$ cat src/rtl/spk_pkg.sv
`default_nettype none

package spk_pkg;

  // Fixed widths of the channel fields
  localparam int FIELD_W   = 12;
  localparam int ACT_W     = 2;
  localparam int STAT_W    = 3;
  localparam int IDX_OUT_W = 9;
  localparam int CNT_OUT_W = 10;
  localparam int CFG_IDX_W = 1;

  // Defaults for the top-level parameters
  localparam int DEF_MAX_ENTRIES = 512;
  localparam int DEF_GAP_PIXELS  = 3;
  localparam int DEF_COORD_BITS  = 12;

  // Action codes
  localparam logic [ACT_W-1:0] ACT_START = 2'd0;
  localparam logic [ACT_W-1:0] ACT_PLACE = 2'd1;
  localparam logic [ACT_W-1:0] ACT_QUERY = 2'd2;

  // Result status codes
  localparam logic [STAT_W-1:0] ST_PLACED     = 3'd0;
  localparam logic [STAT_W-1:0] ST_SKIPPED    = 3'd1;
  localparam logic [STAT_W-1:0] ST_PAGE_FULL  = 3'd2;
  localparam logic [STAT_W-1:0] ST_TABLE_FULL = 3'd3;
  localparam logic [STAT_W-1:0] ST_HIT        = 3'd4;
  localparam logic [STAT_W-1:0] ST_MISS       = 3'd5;
  localparam logic [STAT_W-1:0] ST_CLEARED    = 3'd6;

  // Configuration register indexes
  localparam logic [CFG_IDX_W-1:0] CFG_WIN_W = 1'b0;
  localparam logic [CFG_IDX_W-1:0] CFG_WIN_H = 1'b1;

  // Query token passed down the cell chain
  typedef struct packed {
    logic                 valid;
    logic                 hit;
    logic [FIELD_W-1:0]   pt_x;
    logic [FIELD_W-1:0]   pt_y;
    logic [FIELD_W-1:0]   hit_x;
    logic [FIELD_W-1:0]   hit_y;
    logic [IDX_OUT_W-1:0] hit_idx;
  } tok_t;

endpackage

`default_nettype wire

$ cat src/rtl/spk_cell.sv
`default_nettype none

module spk_cell
  import spk_pkg::*;
#(
  parameter int CELL_IDX   = 0,
  parameter int COORD_BITS = DEF_COORD_BITS,
  parameter int IDX_W      = 9,
  parameter int CNT_W      = 10
) (
  input  wire logic                  clk,
  input  wire logic                  rst_n,
  input  wire tok_t                  tok_i,
  output tok_t                       tok_o,
  input  wire logic                  wr_en,
  input  wire logic [IDX_W-1:0]      wr_idx,
  input  wire logic [COORD_BITS-1:0] wr_x,
  input  wire logic [COORD_BITS-1:0] wr_y,
  input  wire logic [COORD_BITS-1:0] wr_w,
  input  wire logic [COORD_BITS-1:0] wr_h,
  input  wire logic [CNT_W-1:0]      count
);

  localparam int CMP_W = ((COORD_BITS > FIELD_W) ? COORD_BITS : FIELD_W) + 1;

  logic [COORD_BITS-1:0] x_r, y_r, w_r, h_r;
  tok_t                  tok_r, tok_nxt;
  logic                  live;
  logic                  inside_pt;
  logic [CMP_W-1:0]      px_e, py_e, x_e, y_e, xr_e, yb_e;

  always_ff @(posedge clk) begin
    if (wr_en && (wr_idx == IDX_W'(CELL_IDX))) begin
      x_r <= wr_x;
      y_r <= wr_y;
      w_r <= wr_w;
      h_r <= wr_h;
    end
  end

  // entry only counts while it lies below the fill level of the page
  assign live = CNT_W'(CELL_IDX) < count;

  always_comb begin
    px_e = CMP_W'(tok_i.pt_x);
    py_e = CMP_W'(tok_i.pt_y);
    x_e  = CMP_W'(x_r);
    y_e  = CMP_W'(y_r);
    xr_e = x_e + CMP_W'(w_r);
    yb_e = y_e + CMP_W'(h_r);
    // strict containment, edges excluded
    inside_pt = (py_e > y_e) && (px_e > x_e) && (py_e < yb_e) && (px_e < xr_e);

    tok_nxt = tok_i;
    if (tok_i.valid && !tok_i.hit && live && inside_pt) begin
      tok_nxt.hit     = 1'b1;
      tok_nxt.hit_x   = FIELD_W'(x_r);
      tok_nxt.hit_y   = FIELD_W'(y_r);
      tok_nxt.hit_idx = IDX_OUT_W'(CELL_IDX);
    end
  end

  always_ff @(posedge clk) begin
    if (!rst_n) begin
      tok_r <= '0;
    end else begin
      tok_r <= tok_nxt;
    end
  end

  assign tok_o = tok_r;

endmodule

`default_nettype wire

$ cat config.mk
export PLATFORM = sky130hd
export DESIGN_NAME = spk_cell
export DESIGN_NICKNAME = d
export VERILOG_FILES = /design/src/rtl/spk_pkg.sv /design/src/rtl/spk_cell.sv
export SDC_FILE = /design/constraint.sdc
export NUM_CORES = 1
export LEC_CHECK = 0
export BUFFER_PORTS_ARGS = -buffer_cell sky130_fd_sc_hd__buf_4
export CAP_MARGIN = 40
export CORE_UTILIZATION = 54
export DETAILED_ROUTE_END_ITERATION = 10
export PLACE_DENSITY = 0.95
export SLEW_MARGIN = 30
export SYNTH_ARGS = -nofsm -noshare
export SYNTH_HDL_FRONTEND = slang
export SYNTH_SLANG_ARGS = --single-unit
$ cat constraint.sdc
create_clock -name clk -period 5.9 [get_ports clk]
set_clock_uncertainty 0.2 [all_clocks]
set_input_delay 0.295 -clock clk [delete_from_list [all_inputs] [get_ports clk]]
set_output_delay 0.295 -clock clk [all_outputs]
set_load 0.005 [all_outputs]
==> Word level (Yosys, flattened, before mapping) <==
Cells that the tools add are included.
{ "word_totals": {"regBits": 107, "output_inout_bits": 59, "word_cells": 31} }
{ "op_classes": {"add_sub_neg": 2, "order_cmp": 5, "muxes": 2, "n_bitwise": 1, "reduce_logical": 10} }
{ "ops": {"columns": ["cell", "count"], "rows": [
  ["$mux W33", 1],
  ["$add A12 B12 Y13", 2],
  ["$lt A12 B13 Y1", 2],
  ["$gt A12 B12 Y1", 2],
  ["$lt A1 B10 Y1 const A", 1],
  ["$logic_not A9 Y1", 1],
  ["$logic_and A1 B1 Y1", 7],
  ["$reduce_or A2 Y1", 1],
  ["$logic_not A1 Y1", 1],
  ["$mux W1", 1],
  ["$not A1 Y1", 1]
]} }

==> Longest topological paths before layout <==
{ "logic_depth": {"depth_word": 6, "ltp_mapped": 18, "depth_no_buf": 17} }

==> Worst setup path before layout <==
No wires, ideal clock.
{ "synth_timing": {"path_type": "reg-to-reg", "start": "register x_r[1]", "end": "register tok_r (netlist bit tok_o[0])", "arrival_time_ns": 3.482, "setup_slack_ns": 2.102, "stages_incl_launch_ff": 16, "path_buffers": 1, "synth_period_minus_slack_ns": 3.798, "path_cell_list": "edfxtp_1 ha_1 a21o_1 a21oi_1 o21ai_0 a2111o_1 a31o_2 a21oi_1 xor2_1 ha_1 a21oi_1 nand4_1 and3_4 a311oi_4 buf_6 and3b_1"} }
{ "synth_between": {"elab_chain_len": 6, "elab_cells_between_ends": 8, "classes_between": "add/sub: 1; order compare: 2; reduce/logical: 5"} }
{ "synth_lines": {"columns": ["item", "line_no", "source"], "rows": [
  ["start, declared", "spk_cell.sv:26", "logic [COORD_BITS-1:0] x_r, y_r, w_r, h_r;"],
  ["start signal, assigned", "spk_cell.sv:34", "x_r <= wr_x;"],
  ["parallel branches: the longest is 3 deep, another holds $add A12 B12 Y13", null, null],
  ["$logic_and A1 B1 Y1 *", "spk_cell.sv:52", "inside_pt = (py_e > y_e) && (px_e > x_e) && (py_e < yb_e) && (px_e < xr_e);"],
  ["$logic_and A1 B1 Y1 *", "spk_cell.sv:55", "if (tok_i.valid && !tok_i.hit && live && inside_pt) begin"],
  ["$reduce_or A2 Y1 (no source line) *", null, null],
  ["end signal, assigned", "spk_cell.sv:67", "tok_r <= tok_nxt;"],
  ["end, declared", "spk_cell.sv:27", "tok_t tok_r, tok_nxt;"]
]} }
Every way passes the cells marked *.
A chain may end at the register's enable or synchronous reset.

==> Worst setup path in the final report <==
{ "layout_timing": {"start": "register y_r[0]", "end": "register tok_r (netlist bit tok_o[10])"} }
{ "layout_between": {"elab_chain_len": 6, "elab_cells_between_ends": 8, "classes_between": "add/sub: 1; order compare: 2; mux: 1; reduce/logical: 4"} }
{ "layout_lines": {"columns": ["item", "line_no", "source"], "rows": [
  ["start, declared", "spk_cell.sv:26", null],
  ["start signal, assigned", "spk_cell.sv:35", "y_r <= wr_y;"],
  ["$add A12 B12 Y13 or $gt A12 B12 Y1 (tied branches)", "spk_cell.sv:50, spk_cell.sv:52", null],
  ["$lt A12 B13 Y1 or $logic_and A1 B1 Y1 (tied branches)", "spk_cell.sv:52", null],
  ["$logic_and A1 B1 Y1 * (2 in series)", "spk_cell.sv:52", null],
  ["$logic_and A1 B1 Y1 *", "spk_cell.sv:55", null],
  ["$mux W33 *", "spk_cell.sv:55", null]
]} }
Every way passes the cells marked *; elsewhere a longest branch is shown, timed or not.

==> results.md <==
- Crit path kind: reg -> reg
- Clock-pin slew on the worst setup and hold paths: 0.09 ns
- Final Hold Fails: 0
- Routed length on met1: 6010 um
- Worst rel slew slack: 0.477
- Worst path top cell family by delay: compound AO/OA/AOI/OAI gates
- Pwr dens: 177 mW/mm^2
- Post-synth EDFFs: 48
- Worst slew pin tran: 0.785 ns
- Max-cap violations: 0
- Req. time, crit path: 6.00 ns
- Post-CTS Resized: 0
- Layout Nets: 989
- Top Layer Used: met4
- Die width: 103 um
- Commonest register cell after synthesis: dfxtp_1
- Final Slew Violations: 0
- Hold Crit Class: in -> reg
- Cts bufs inserted: 9
- Clk Latency, worst-skew pair: 0.39 ns
- Met2 WL post-DR: 9170 um
- CP max-delay cell: a311oi_4
- Total grt overflow: 0
- DR vias/cell: 5.55
- Drc violations: 0
- Starting DRC count in detailed routing: 175
- Die ar.: 0.0105 mm^2
- Largest net degree at the start of global routing: 84
- Area Growth Syn to Fin: 49.9%
- Critical path buffers and inverters: 2
- Post-synthesis cell type count: 47
- Arrival time at the worst endpoint: 4.79 ns
- Slowest stage delay, CP: 0.69 ns
- Die Height: 103 um
- Final ANT Viol Nets: 0
- P_leak: 0.00373 uW
- Average cell area after synthesis: 11.0 um^2
- Final period util: 0.796
- Via count: 5142
- Mapped cell area: 0.00546 mm^2
- Crit Path Max Fanout: 20
- Max VDD drop: 0.166 mV
- Crit start category: register
- Vias in the first global route: 5570
- Max Freq: 0.213 GHz
- RSZ-0062 raised after global routing: no
- Setup bufs post-CTS: 0
- Status: finished, final reports clean
- Initial antenna violation count: 0
- Routed length on met3: 1270 um
- First-pass GRT wire length: 26400 um
- Clock sinks: 107
- CP cell instances: ha_1, inv_1, fa_1, nor2b_1, o31a_1, o22ai_1, nor2b_1, o21ai_0, nand2b_1, xnor2_1, ha_1, o21ai_0, nand2b_1, a21oi_1, a211oi_1, a311oi_4, buf_4, mux2i_1
- Tot GR Track Use: 0.342
- Initial Utilization: 0.558
- Antenna cells: 0
- Worst setup EP type: register
- Clock H-tree levels: 3
- Setup_tns: 0 ns
- YS warnings: 0
- Seq/Total Area, Yosys: 0.481
- Ys async rst share: 0
- Core ar.: 0.00977 mm^2
- CTS tree: yes
- First-pass DRT Iterations: 5
- Fin crit period: 4.69 ns
- Syn Inst Count: 496
- Core Rows: 36
- Final setup viols: 0
- Synthesized Nets: 697
- Clk root buf: clkbuf_8
- I/O Pins: 188
- Synth Register Bits: 107
- Final Wtd Congestion: 0.846
- Drt total wl: 17500 um
- Layout cells sized above 1: 0.261
- CTS Buffer Depth: 2
- DP Area: 0.00698 mm^2
- Port buffer count: 187
- Design area: 0.00818 mm^2
- WL/cell: 18.9 um
- Hpwl dp: 10400 um
## cells in the final DEF, fill, tap and decap left out, types with 2 or more instances in the layout
cell and count:
buf_4 189, dlygate4sd3_1 104, ha_1 70, nand2_1 62, dfxtp_1 59, edfxtp_1 48
inv_1 31, and2_1 26, a21oi_1 25, mux2i_1 24, nor2_1 12, xor2_1 12
o21ai_0 11, clkbuf_8 10, nand4_1 9, and3b_1 9, a21o_1 8, nand3_1 8
nor2b_1 7, xnor2_1 7, nor3_1 6, o211ai_1 6, clkbuf_1 6, o21a_1 5
nor4_1 5, nand2b_1 4, and3_1 3, a211oi_1 3, o22ai_1 2, a221o_1 2
fa_1 2
## metrics by stage
step / utilization / hold WS (ns) / cells / worst slack [ns] / total power [uW]
floorplan: - / 0.194 / 496 / 2.10 / 878
global placement: 0.714 / 0.274 / 806 / 1.45 / 992
detailed placement: 0.714 / 0.274 / 806 / 1.31 / 1000
CTS: 0.837 / 0.000805 / 926 / 1.26 / 1440
global route: 0.837 / 0.00138 / 926 / 0.917 / 1510
finish: 0.837 / 0.0137 / 926 / 1.21 / 1450
## synthesized netlist by cell type (2+ instances only)
library cell	count	area, um^2
a211oi_1	3	22.5
a21o_1	8	60.1
a21oi_1	25	125
a221o_1	2	20.0
and2_1	26	163
and3_1	3	18.8
and3b_1	9	78.8
buf_6	3	33.8
clkbuf_1	9	33.8
dfxtp_1	59	1180
edfxtp_1	48	1440
fa_1	2	40.0
ha_1	70	876
inv_1	31	116
mux2i_1	24	240
nand2_1	62	233
nand2b_1	4	25.0
nand3_1	8	40.0
nand4_1	9	56.3
nor2_1	12	45.0
nor2b_1	7	43.8
nor3_1	6	30.0
nor4_1	5	31.3
o211ai_1	6	45.0
o21a_1	5	37.5
o21ai_0	11	55.1
o22ai_1	2	12.5
xnor2_1	7	61.3
xor2_1	12	105
## worst reg2reg max path, cell delays in order, from the launching register on
cell,delay [ns]
edfxtp_1,0.41
ha_1,0.24
inv_1,0.09
fa_1,0.43
nor2b_1,0.23
o31a_1,0.27
o22ai_1,0.14
nor2b_1,0.16
o21ai_0,0.12
nand2b_1,0.11
xnor2_1,0.13
ha_1,0.26
o21ai_0,0.10
nand2b_1,0.08
a21oi_1,0.18
a211oi_1,0.10
a311oi_4,0.69
buf_4,0.39
mux2i_1,0.30
## cell type report
type | instances | area (um^2)
tap | 133 | 166
inverter | 31 | 116
clock buffer | 16 | 160
sequential | 107 | 2620
timing repair buffer | 293 | 2460
fill | 474 | 1600
multi-input combinational | 346 | 2650
## cells by family (layout without fill, tap and decap cells)
kind of cell    Yosys count  after routing  synth area share
simple gates            157            157             0.151
buf+inv                  43            340            0.0337
mux                      24             24            0.0440
xor+xnor                 19             19            0.0305
fa+ha+maj                72             72             0.168
compound gates           74             74            0.0922
flops                   107            107             0.481
## worst paths after layout
kind	from	end	slack (ns)	cells after the start
worst max register to register	y_r[0]$_DFFE_PP_	tok_o[10]$_SDFF_PN0_	1.21	18
worst min-delay path	tok_i[32]	tok_o[32]$_SDFF_PN0_	0.01	3
worst max-delay path	y_r[0]$_DFFE_PP_	tok_o[10]$_SDFF_PN0_	1.21	18
worst min register to register	x_r[9]$_DFFE_PP_	tok_o[30]$_SDFF_PN0_	0.40	2
## registers in the layout, indices dropped and copies added (netlist names)
register,count
h_r,12
tok_o,59
w_r,12
x_r,12
y_r,12
## metal layers
metal,vias to the layer above,GRT usage
li1,2353,-
met1,2425,0.338
met2,266,0.624
met3,98,0.101
met4,0,0.220
met5,-,0
## what timing repair did
item,CTS,global route
hold buffers,104,0
hold endpoints to repair,104,0
setup endpoints to repair,0,0
## power breakdown
part / internal (uW) / leakage, uW / switching (uW)
Sequential: 796 / 0.000923 / 8.72
Combinational: 156 / 0.00273 / 89.7
Clock: 167 / 0.0000790 / 232
Note: power is estimated with default switching activity, not from simulation.
